`src/rtl/bba_pkg.sv`:
```
// ============================================================================
// bba_pkg
// Shared types, constants and helpers for the bitmap block allocator.
// ============================================================================
package bba_pkg;

    localparam int NUM_BLOCKS = 1024;
    localparam int IDX_W      = 10;
    localparam int CNT_W      = 11;
    localparam int WORD_W     = 64;
    localparam int BIT_W      = $clog2(WORD_W);
    localparam int MAP_WORDS  = (NUM_BLOCKS + WORD_W - 1) / WORD_W;
    localparam int WORD_AW    = $clog2(MAP_WORDS);
    localparam int BYTES      = WORD_W / 8;
    localparam int BYTE_AW    = $clog2(BYTES);

    localparam logic [CNT_W-1:0] BLOCK_COUNT_RST = CNT_W'(1024);
    localparam logic [CNT_W-1:0] NUM_BLOCKS_C    = CNT_W'(NUM_BLOCKS);

    typedef enum logic [1:0] {
        OP_MARK_USED = 2'd0,
        OP_MARK_FREE = 2'd1,
        OP_CLEAR     = 2'd2,
        OP_QUERY     = 2'd3
    } t_op;

    typedef enum logic [2:0] {
        ST_IDLE,
        ST_RMW_RD,
        ST_RMW_WR,
        ST_SCAN,
        ST_LOAD
    } t_state;

    typedef struct packed {
        logic accept;
        logic rmw_rd;
        logic rmw_wr;
        logic scan_init;
        logic scan_run;
        logic load_out;
    } t_cmd;

    typedef struct packed {
        logic scan_done;
        logic out_free;
    } t_status;

    // Position of the lowest set bit: pick the byte first, then the bit in it.
    function automatic logic [BIT_W-1:0] lowest_set(input logic [WORD_W-1:0] v);
        logic [BYTE_AW-1:0] sel;
        logic [7:0]         byte_v;
        logic [2:0]         pos;
        sel = '0;
        pos = '0;
        for (int j = BYTES - 1; j >= 0; j--) begin
            if (|v[j*8 +: 8]) sel = BYTE_AW'(j);
        end
        byte_v = v[sel*8 +: 8];
        for (int k = 7; k >= 0; k--) begin
            if (byte_v[k]) pos = 3'(k);
        end
        return {sel, pos};
    endfunction

endpackage

```
`src/rtl/bba_ctrl.sv`:
```
// ============================================================================
// bba_ctrl
// Sequencer: accept, read-modify-write of one map word, scan, result load.
// ============================================================================
module bba_ctrl (
    input  logic            i_clk,
    input  logic            i_rst_n,
    input  logic            i_in_valid,
    input  bba_pkg::t_op    i_op,
    output logic            o_in_ready,
    input  bba_pkg::t_status i_status,
    output bba_pkg::t_cmd   o_cmd
);
    import bba_pkg::*;

    t_state r_state;
    t_state n_state;
    logic   accept;
    logic   is_mark;

    assign is_mark = (i_op == OP_MARK_USED) || (i_op == OP_MARK_FREE);
    assign accept  = (r_state == ST_IDLE) && i_in_valid;

    always_ff @(posedge i_clk) begin
        if (!i_rst_n) begin
            r_state <= ST_IDLE;
        end else begin
            r_state <= n_state;
        end
    end

    always_comb begin
        n_state = r_state;
        unique case (r_state)
            ST_IDLE: begin
                if (i_in_valid) n_state = is_mark ? ST_RMW_RD : ST_SCAN;
            end
            ST_RMW_RD: n_state = ST_RMW_WR;
            ST_RMW_WR: n_state = ST_SCAN;
            ST_SCAN: begin
                if (i_status.scan_done) n_state = ST_LOAD;
            end
            ST_LOAD: begin
                if (i_status.out_free) n_state = ST_IDLE;
            end
            default: n_state = ST_IDLE;
        endcase
    end

    always_comb begin
        o_in_ready      = (r_state == ST_IDLE);
        o_cmd           = '0;
        o_cmd.accept    = accept;
        o_cmd.rmw_rd    = (r_state == ST_RMW_RD);
        o_cmd.rmw_wr    = (r_state == ST_RMW_WR);
        o_cmd.scan_init = (accept && !is_mark) || (r_state == ST_RMW_WR);
        o_cmd.scan_run  = (r_state == ST_SCAN);
        o_cmd.load_out  = (r_state == ST_LOAD) && i_status.out_free;
    end

endmodule

```
`src/rtl/bba_datapath.sv`:
```
// ============================================================================
// bba_datapath
// Usage map memory, used-block counter, word scan and result registers.
// ============================================================================
module bba_datapath (
    input  logic                          i_clk,
    input  logic                          i_rst_n,
    input  bba_pkg::t_cmd                 i_cmd,
    output bba_pkg::t_status              o_status,
    input  bba_pkg::t_op                  i_op,
    input  logic [bba_pkg::IDX_W-1:0]     i_block_index,
    input  logic                          i_cfg_we,
    input  logic [bba_pkg::CNT_W-1:0]     i_cfg_wdata,
    output logic                          o_out_valid,
    input  logic                          i_out_ready,
    output logic [bba_pkg::IDX_W-1:0]     o_free_index,
    output logic                          o_disk_full,
    output logic [bba_pkg::CNT_W-1:0]     o_used_count
);
    import bba_pkg::*;

    logic [WORD_W-1:0]  mem [MAP_WORDS];
    logic [MAP_WORDS-1:0] r_wvld;

    logic [CNT_W-1:0]   r_block_count;
    logic [CNT_W-1:0]   r_bound;
    t_op                r_op;
    logic [IDX_W-1:0]   r_idx;
    logic [CNT_W-1:0]   r_used;
    logic [CNT_W-1:0]   n_used;

    logic [WORD_AW:0]   r_scan_addr;
    logic               r_chk_vld;
    logic [WORD_AW-1:0] r_chk_word;
    logic [WORD_W-1:0]  r_rd_data;
    logic               r_rd_vld;

    logic [IDX_W-1:0]   r_res_idx;
    logic               r_res_full;
    logic               r_out_vld;

    logic               scan_issue;
    logic               rd_en;
    logic [WORD_AW-1:0] rd_addr;
    logic [WORD_AW-1:0] rmw_word;
    logic [BIT_W-1:0]   rmw_bit;
    logic [WORD_W-1:0]  cur_word;
    logic               old_bit;
    logic               want;
    logic               in_range;
    logic               flip;
    logic               wr_en;
    logic [WORD_W-1:0]  wr_data;

    logic [CNT_W-1:0]   base;
    logic [CNT_W-1:0]   rem;
    logic [WORD_W-1:0]  mask;
    logic [WORD_W-1:0]  cand;
    logic               hit;
    logic               last;
    logic               scan_done;
    logic [BIT_W-1:0]   hit_pos;

    assign rmw_word   = r_idx[IDX_W-1:BIT_W];
    assign rmw_bit    = r_idx[BIT_W-1:0];
    assign scan_issue = i_cmd.scan_run && (r_scan_addr < (WORD_AW+1)'(MAP_WORDS));
    assign rd_en      = i_cmd.rmw_rd || scan_issue;
    assign rd_addr    = i_cmd.rmw_rd ? rmw_word : r_scan_addr[WORD_AW-1:0];
    assign cur_word   = r_rd_vld ? r_rd_data : '0;

    // Read-modify-write of one map word
    assign old_bit  = cur_word[rmw_bit];
    assign want     = (r_op == OP_MARK_USED);
    assign in_range = ({1'b0, r_idx} < NUM_BLOCKS_C);
    assign flip     = i_cmd.rmw_wr && in_range && (old_bit != want);
    assign wr_en    = flip;
    assign wr_data  = cur_word ^ (WORD_W'(1) << rmw_bit);

    always_comb begin
        n_used = r_used;
        if (flip) n_used = want ? r_used + CNT_W'(1) : r_used - CNT_W'(1);
    end

    // Scan check on the word just read
    assign base = CNT_W'({r_chk_word, {BIT_W{1'b0}}});
    assign rem  = r_bound - base;
    always_comb begin
        if (r_bound <= base) begin
            mask = '0;
        end else if (rem >= CNT_W'(WORD_W)) begin
            mask = '1;
        end else begin
            mask = ~({WORD_W{1'b1}} << rem[BIT_W-1:0]);
        end
    end
    assign cand      = ~cur_word & mask;
    assign hit       = |cand;
    assign hit_pos   = lowest_set(cand);
    assign last      = (r_bound <= base + CNT_W'(WORD_W))
                    || (r_chk_word == WORD_AW'(MAP_WORDS - 1));
    assign scan_done = i_cmd.scan_run && r_chk_vld && (hit || last);

    assign o_status.scan_done = scan_done;
    assign o_status.out_free  = !r_out_vld || i_out_ready;

    // Map memory
    always_ff @(posedge i_clk) begin
        if (wr_en) mem[rmw_word] <= wr_data;
        if (rd_en) begin
            r_rd_data <= mem[rd_addr];
            r_rd_vld  <= r_wvld[rd_addr];
        end
    end

    // Per-word valid bits: a word not yet written reads as all free
    always_ff @(posedge i_clk) begin
        if (!i_rst_n) begin
            r_wvld <= '0;
        end else if (i_cmd.accept && (i_op == OP_CLEAR)) begin
            r_wvld <= '0;
        end else if (wr_en) begin
            r_wvld[rmw_word] <= 1'b1;
        end
    end

    always_ff @(posedge i_clk) begin
        if (!i_rst_n) begin
            r_block_count <= BLOCK_COUNT_RST;
            r_used        <= '0;
            r_scan_addr   <= '0;
            r_chk_vld     <= 1'b0;
            r_out_vld     <= 1'b0;
        end else begin
            if (i_cfg_we) r_block_count <= i_cfg_wdata;
            if (i_cmd.accept && (i_op == OP_CLEAR)) begin
                r_used <= '0;
            end else begin
                r_used <= n_used;
            end
            if (i_cmd.scan_init) begin
                r_scan_addr <= '0;
                r_chk_vld   <= 1'b0;
            end else begin
                if (scan_issue) r_scan_addr <= r_scan_addr + (WORD_AW+1)'(1);
                r_chk_vld <= scan_issue;
            end
            if (i_cmd.load_out) begin
                r_out_vld <= 1'b1;
            end else if (i_out_ready) begin
                r_out_vld <= 1'b0;
            end
        end
    end

    always_ff @(posedge i_clk) begin
        if (i_cmd.accept) begin
            r_op    <= i_op;
            r_idx   <= i_block_index;
            r_bound <= (r_block_count > NUM_BLOCKS_C) ? NUM_BLOCKS_C : r_block_count;
        end
        if (scan_issue) r_chk_word <= r_scan_addr[WORD_AW-1:0];
        if (scan_done) begin
            r_res_idx  <= hit ? {r_chk_word, hit_pos} : '0;
            r_res_full <= !hit;
        end
        if (i_cmd.load_out) begin
            o_free_index <= r_res_idx;
            o_disk_full  <= r_res_full;
            o_used_count <= r_used;
        end
    end

    assign o_out_valid = r_out_vld;

    a_full_idx_zero: assert property (@(posedge i_clk) disable iff (!i_rst_n)
        o_out_valid && o_disk_full |-> o_free_index == '0)
        else $error("full result carries nonzero free index");

    a_used_bounded: assert property (@(posedge i_clk) disable iff (!i_rst_n)
        r_used <= NUM_BLOCKS_C)
        else $error("used count exceeds map size");

    a_clear_zeroes: assert property (@(posedge i_clk) disable iff (!i_rst_n)
        i_cmd.accept && (i_op == OP_CLEAR) |=> r_used == '0 && r_wvld == '0)
        else $error("clear did not empty the map");

    a_hit_in_bound: assert property (@(posedge i_clk) disable iff (!i_rst_n)
        scan_done && hit |-> CNT_W'({r_chk_word, hit_pos}) < r_bound)
        else $error("free block found beyond bound");

endmodule

```
`src/rtl/bitmap_block_allocator_top.sv`:
```
// ============================================================================
// bitmap_block_allocator_top
// One-bit-per-block usage map with lowest-free search and used-block count.
// ============================================================================
// Each transaction applies a mark-used, mark-free, clear-all or query op and
// returns the lowest free block below block_count, a full flag and the used
// count. The map lives in a 16 x 64-bit memory with one read port; the search
// reads one word per cycle and stops at the first word holding a free block
// or at the bound. A mark op reads and rewrites its map word before the scan;
// clear and query go straight to the scan, and at most 16 words are scanned.
// Clear-all resets the used count and the word valid bits on acceptance. A new
// transaction is taken while the previous result still waits on the output.
module bitmap_block_allocator_top (
    input  logic                      i_clk,
    input  logic                      i_rst_n,
    input  logic                      i_in_valid,
    output logic                      o_in_ready,
    input  logic [1:0]                i_op,
    input  logic [bba_pkg::IDX_W-1:0] i_block_index,
    input  logic                      i_cfg_we,
    input  logic [bba_pkg::CNT_W-1:0] i_cfg_wdata,
    output logic                      o_out_valid,
    input  logic                      i_out_ready,
    output logic [bba_pkg::IDX_W-1:0] o_free_index,
    output logic                      o_disk_full,
    output logic [bba_pkg::CNT_W-1:0] o_used_count
);
    import bba_pkg::*;

    t_cmd    cmd;
    t_status status;
    t_op     op;

    assign op = t_op'(i_op);

    bba_ctrl u_ctrl (
        .i_clk      (i_clk),
        .i_rst_n    (i_rst_n),
        .i_in_valid (i_in_valid),
        .i_op       (op),
        .o_in_ready (o_in_ready),
        .i_status   (status),
        .o_cmd      (cmd)
    );

    bba_datapath u_datapath (
        .i_clk         (i_clk),
        .i_rst_n       (i_rst_n),
        .i_cmd         (cmd),
        .o_status      (status),
        .i_op          (op),
        .i_block_index (i_block_index),
        .i_cfg_we      (i_cfg_we),
        .i_cfg_wdata   (i_cfg_wdata),
        .o_out_valid   (o_out_valid),
        .i_out_ready   (i_out_ready),
        .o_free_index  (o_free_index),
        .o_disk_full   (o_disk_full),
        .o_used_count  (o_used_count)
    );

endmodule
```
`config.mk`:
```
export PLATFORM = sky130hd
export DESIGN_NAME = bitmap_block_allocator_top
export DESIGN_NICKNAME = d
export VERILOG_FILES = /design/src/rtl/bba_pkg.sv /design/src/rtl/bba_ctrl.sv /design/src/rtl/bba_datapath.sv /design/src/rtl/bitmap_block_allocator_top.sv
export SDC_FILE = /design/constraint.sdc
export NUM_CORES = 2
export LEC_CHECK = 0
export BUFFER_PORTS_ARGS = -buffer_cell sky130_fd_sc_hd__buf_2
export CAP_MARGIN = 20
export CORE_MARGIN = 2
export CORE_UTILIZATION = 60
export DETAILED_ROUTE_END_ITERATION = 8
export PLACE_DENSITY_LB_ADDON = 0.3
export SLEW_MARGIN = 20
export SYNTH_ARGS = -nofsm -noshare
export SYNTH_HDL_FRONTEND = slang
export SYNTH_SLANG_ARGS = --single-unit
```
`constraint.sdc`:
```
create_clock -name i_clk -period 10.6 [get_ports i_clk]
set_input_delay 1.59 -clock i_clk [delete_from_list [all_inputs] [get_ports i_clk]]
set_output_delay 1.59 -clock i_clk [all_outputs]
set_load 0.01 [all_outputs]
```
# After elaboration in Yosys (flattened, before gate mapping)
# Memory sizes are Yosys's and may differ from the RTL's. A register that Yosys moved wholly into a read port is not among the register bits.
# Index checks and enable logic that the tools add are counted.
# totals
ff_bits	109
memories	1
inputBits	28
latchBits	0
ram_bits	1024
mem_bits_ro	0
# mem_list
memory	words	width	rd	rd_clocked_by_memory_dff	wr	line	rtl
u_datapath.mem	16	64	1	1	1	bba_datapath.sv:22	logic [WORD_W-1:0] mem [MAP_WORDS];
# op_classes
reduce_logical	37
order_cmp	9
bitwise	7
div_mod_pow	0
shifts	3
n_eq_ne	11
n_addsub	5
mul	0
muxes	35
# ops
operator	count
2-to-1 mux 64 bit	3
NOT 64 bit	2
AND 64 bit	1
OR reduction 64 bit	1
OR reduction 8 bit	8
variable part select 64 x 7 -> 8 bit	1
<< shifter 1 x 6 -> 64 bit, first input constant	1
<< shifter 64 x 6 -> 64 bit, first input constant	1
XOR 64 bit	1
2-to-1 mux 3 bit	15
OR 16 bit	1
case mux 3 bit (5 select lines)	1
adder 10 x 7 -> 11 bit, second input constant	1
adder 11 x 1 -> 11 bit, second input constant	1
>= comparator 11 x 7 -> 1 bit, second input constant	1
greater-than comparator 11 bit, second input constant	1
<= comparator 11 x 10 -> 1 bit	1
<= comparator 11 bit	1
2-to-1 mux 11 bit	1
subtractor 11 x 1 -> 11 bit, second input constant	1
subtractor 11 x 10 -> 11 bit	1
< comparator 4 x 5 -> 1 bit, second input constant	2
logical AND 1 bit	9
2-to-1 mux 1 bit	8
other kinds (28)	43

# Longest topological paths before layout
# logic_depth
depth_word	23
mapped_depth	21

# Cells and area by module
# Synthesis repeated with hierarchy kept, for this count alone.
# hier_totals
hier_cells	2802
area_unflattened_um2	49488.7
# by_module_without_submodules
module	instances	cells_each	area_each_um2
bba_datapath	1	2776	49254.7
bba_ctrl	1	26	234.0

# Least setup slack after synthesis
# OpenSTA, ideal clock, no wires.
# synth_timing
path_type	flip-flop to flip-flop
from	register u_datapath.r_idx[0]
to	memory u_datapath.mem[2][0] (enable)
arrival_ps	7933
path_stages_with_launch	13
period_less_slack_ps	8500
slack_ps	2100
path_cell_list	edfxtp_1 -> clkbuf_1 -> clkbuf_1 -> mux4_2 -> mux4_2 -> nand3_1 -> o211ai_1 -> o31a_1 -> xnor2_1 -> or4_1 -> clkbuf_1 -> or3_1 -> nor3_1
# synth_between
elab_chain_cells	6
# synth_rtl
element	line	rtl
from (decl)	bba_datapath.sv:28	logic [IDX_W-1:0] r_idx;
from (signal assigned)	bba_datapath.sv:158	r_idx <= i_block_index;
binary-select mux 1 bit (select 6 bit)	bba_datapath.sv:72	assign old_bit = cur_word[rmw_bit];
2-to-1 mux 1 bit (implied by the code)	bba_datapath.sv:72	
inequality test 1 bit	bba_datapath.sv:75	assign flip = i_cmd.rmw_wr && in_range && (old_bit != want);
logical AND 1 bit	bba_datapath.sv:75	
2-to-1 mux 1 bit	bba_datapath.sv:108	if (wr_en) mem[rmw_word] <= wr_data;
2-to-1 mux 1 bit (implied by the code)	bba_datapath.sv:108	
to (decl)	bba_datapath.sv:22	
# No other way between the ends. The select of a mux whose other input is x is not followed.

# Final worst setup path
# layout_timing
from	register u_datapath.r_chk_word[0]
to	register u_ctrl.r_state[2]
# layout_between
elab_chain_cells	10
word_cells_on_any_way	15
cone_classes	2 x add/sub; 3 x order compare; 2 x eq/ne; 2 x mux; 1 x bitwise; 5 x reduce/logical
# layout_rtl
element	line	rtl
from (decl)	bba_datapath.sv:34	logic [WORD_AW-1:0] r_chk_word;
from (signal assigned)	bba_datapath.sv:161	if (scan_issue) r_chk_word <= r_scan_addr[WORD_AW-1:0];
subtractor 11 x 10 -> 11 bit	bba_datapath.sv:86	assign rem = r_bound - base;
>= comparator 11 x 7 -> 1 bit	bba_datapath.sv:90	end else if (rem >= CNT_W'(WORD_W)) begin
2-to-1 mux 64 bit	bba_datapath.sv:90	
2-to-1 mux 64 bit	bba_datapath.sv:88	if (r_bound <= base) begin
AND 64 bit	bba_datapath.sv:96	assign cand = ~cur_word & mask;
OR reduction 64 bit	bba_datapath.sv:97	assign hit = |cand;
logical OR 1 bit *	bba_datapath.sv:101	assign scan_done = i_cmd.scan_run && r_chk_vld && (hit || last);
logical AND 1 bit *	bba_datapath.sv:101	
net u_datapath.scan_done	bba_datapath.sv:61	logic scan_done;
inequality test 2 bit (no line) *	-	
AND reduction 3 bit (no line) *	-	
to (signal assigned)	bba_ctrl.sv:28	r_state <= n_state;
to (decl)	bba_ctrl.sv:16	t_state r_state;
# Mark *: on every way through the listed nets, which the timed path passes. The rest lies on a longest branch.
# A chain may end at the register's enable or synchronous reset.

==> metrics.txt <==
CTS tree yes; Max Cap Viol 0; Detailed Routing Iterations Pass 1 8; post-DP HPWL about 75000 µm; post-synthesis instance total 2838; VDD IR max 0.161 mV; CP arrival 7.14 ns; Hold/Removal Path Class flop to flop; Worst Setup End Kind flop; Static Leak between 0.015 and 0.02 µW; Clk Latency, worst-skew pair approximately 0.7 ns; post-layout min period 6.59 ns; Hold Buf Count CTS 0; total wire length 129000 µm; Reg clk slew, reported paths around 0.070 ns; Synth cell types 85; Avg Synthesized Cell Area between 15 and 20 µm²; total negative slack 0 ns; Yosys top cell area share between 60% and 70%; GRT Overall Usage between 30% and 40%; Worst path most repeated cell nor2_1; initial core utilization 60.4%; Bufs on Longest Clock Path 3; final-report setup violation count 0; initial DRC count 3451; cts repair resizes 0; Netlist Area Pre-Place roughly 50000 µm²; routability cong. 0.973; crit path max fanout 20; largest cells by area after synthesis edfxtp_1, mux4_2, nand2_1; yosys warns 0; full die area between 80000 and 90000 µm²; Worst-Margin Slew 1.16 ns; row cnt between 100 and 150; global-route wire length before repair roughly 190000 µm; max incr delay on CP 0.81 ns; crit path kind flop to flop; worst-path cell chain ha_1 > inv_1 > fa_1 > or2_2 > a311o_1 > a211o_1 > nor2_1 > o2111ai_1 > o21ai_1 > o21ai_0 > nor2_1 > o2111ai_1 > nand2_1 > nor3_1 > buf_4 > a31oi_1 > nor2_1; gr ovfl total 0; fraction of registers with async set/reset 0%; slew margin rel. 22.6%; status finished clean; number of flops mapped to enable cells by yosys 1149; Antenna Nets Post-Route 0; Seq. cell area 35500 µm²; Worst setup SP type flop; power density cells just under 200 nW/µm²; largest net degree at the start of global routing about 140; vias in the first global route around 28k; Post-CTS Setup Inserts 0; Hold WS 0.420 ns; H-Tree Depth 3; Worst Hold Path Cells 0; Yosys top cell by area edfxtp_1; nets@finish between 2k and 3k; initial antenna violation count 1; CP max-delay cell o21ai_1; Core ar. 81800 µm²; multi-input logic area about 14000 µm²; Post-Syn Nets 2888; Layout area overhead 11.4%; Die W 291 µm; Reg2Reg Depth 17; RSZ-0062 raised after global routing no; FF+latch count, synth roughly 1.2k; skew final 0.0223 ns; final hold vios 0; worst setup margin around 4.0 ns; Vias/cell 6.88; fmax between 150 and 200 MHz; share of layout cells above drive strength 1 between 20 and 25%; DR DRC count 0; per-cell routed wire length 31.8 µm; period utilization 62.2%; register area share after synthesis 71.7%; max-slew violations 0; Num CTS Buffers about 110; Die Ht around 290 µm; CTS root buf clkbuf_16; clock sink count ~1.2k; final core occ roughly two thirds; CP required 11.15 ns; Fill cells between 5k and 6k; number of I/O pins 52; Setup WS pre-CTS 4.17 ns; vias after detailed routing 28.0k; main flop type after synthesis edfxtp_1; I/O Buffers 51
cells by family after synthesis:
family	synth area share [%]
AO/OA/AOI/OAI	5.59
AND/OR/NAND/NOR	6.04
multiplexers	13.1
flip-flops	71.7
buffers and inverters	1.52
XOR/XNOR	1.43
adder cells (fa/ha/maj)	0.587
per-stage QoR:
step,instances,power [µW],instance area [µm²]
floorplan,2838,6340,49500
global placement,3851,6720,51100
detailed placement,3851,6750,51100
CTS,4062,10700,54800
global route,4062,11000,55100
finish,4063,10700,55100
worst max-delay path, delay by kind of cell (launching register included):
| family | cells | cell delay, ns |
|---|---|---|
| buffers and inverters | 2 | 0.29 |
| AOI/OAI and AO/OA | 7 | 3.20 |
| and+or+nand+nor | 6 | 1.82 |
| DFF | 1 | 0.46 |
| adders and majority gates | 2 | 0.67 |
state kept, by name, indices dropped and copies added (netlist names), 2 cells and up:
name	flops
u_datapath.mem	1024
u_datapath.r_bound	11
u_datapath.o_used_count	11
u_datapath.r_idx	10
u_datapath.r_op	2
u_datapath.o_free_index	10
u_datapath.r_rd_data	64
u_datapath.r_chk_word	4
u_datapath.r_res_idx	10
u_datapath.r_block_count	11
u_datapath.r_scan_addr	5
u_datapath.r_used	11
u_datapath.r_wvld	16
u_ctrl.r_state	3
synthesized netlist by cell type, types with 25 or more instances:
cell / n
a211oi_1: 70
a21oi_1: 50
a31oi_1: 80
and2_1: 73
buf_1: 41
clkbuf_1: 119
dfxtp_1: 48
edfxtp_1: 1149
inv_1: 25
mux4_2: 277
nand2_1: 293
nand3_1: 30
nor2_1: 120
o21ai_0: 55
xnor2_1: 33
xor2_1: 48
final timing paths:
check | start | endpoint | slack [ns]
setup / recovery | u_datapath.r_chk_word[0]$_DFFE_PP_ | u_ctrl.r_state[2]$_SDFFE_PN0P_ | 4.01
hold / removal | u_datapath.r_res_idx[3]$_SDFFCE_PP0P_ | u_datapath.o_free_index[3]$_DFFE_PP_ | 0.42
setup reg to reg | u_datapath.r_chk_word[0]$_DFFE_PP_ | u_ctrl.r_state[2]$_SDFFE_PN0P_ | 4.01
hold reg to reg | u_datapath.r_res_idx[3]$_SDFFCE_PP0P_ | u_datapath.o_free_index[3]$_DFFE_PP_ | 0.42
layout by cell type, fill, tap and decap left out, types with 20 or more instances in the layout:
cell,instances
inv_1,25
clkbuf_16,116
clkinv_1,20
o21ai_0,55
a31oi_1,80
buf_2,51
edfxtp_1,1149
a211oi_1,70
nor2_1,114
a21oi_1,49
mux4_2,277
and2_1,73
clkinv_2,20
xor2_1,22
dfxtp_1,48
o21a_1,20
nand2_1,293
buf_4,55
xor2_2,26
clkbuf_1,23
ha_1,20
nand3_1,30
report_power, final:
part | internal (µW) | switching, µW
combinational | 439 | 755
sequential | 5390 | 96.7
clock | 2310 | 1740
total | 8140 | 2590
per-layer routing:
| layer | track usage [%] | vias to the layer above | routed length (µm) | part of all wire, % |
|---|---|---|---|---|
| met3 | 4.44 | 274 | 11700 | 9.0 |
| met2 | 48.0 | 1656 | 61600 | 48 |
| li1 | - | 11400 | - | - |
| met5 | 0 | - | 9 | 0.0070 |
| met1 | 45.0 | 14600 | 51300 | 40 |
| met4 | 10.6 | 2 | 4560 | 3.5 |
layout make-up:
class,instances,area share (%)
Sequential cell,1197,64.3
Antenna cell,1,0.00454
Clock buffer,143,5.52
Clock inverter,68,1.24
Timing Repair Buffer,111,1.38
Tap cell,1070,2.43
Inverter,27,0.184
Multi-Input combinational cell,1446,24.9
No activity file was read; power rests on OpenSTA's default activity.
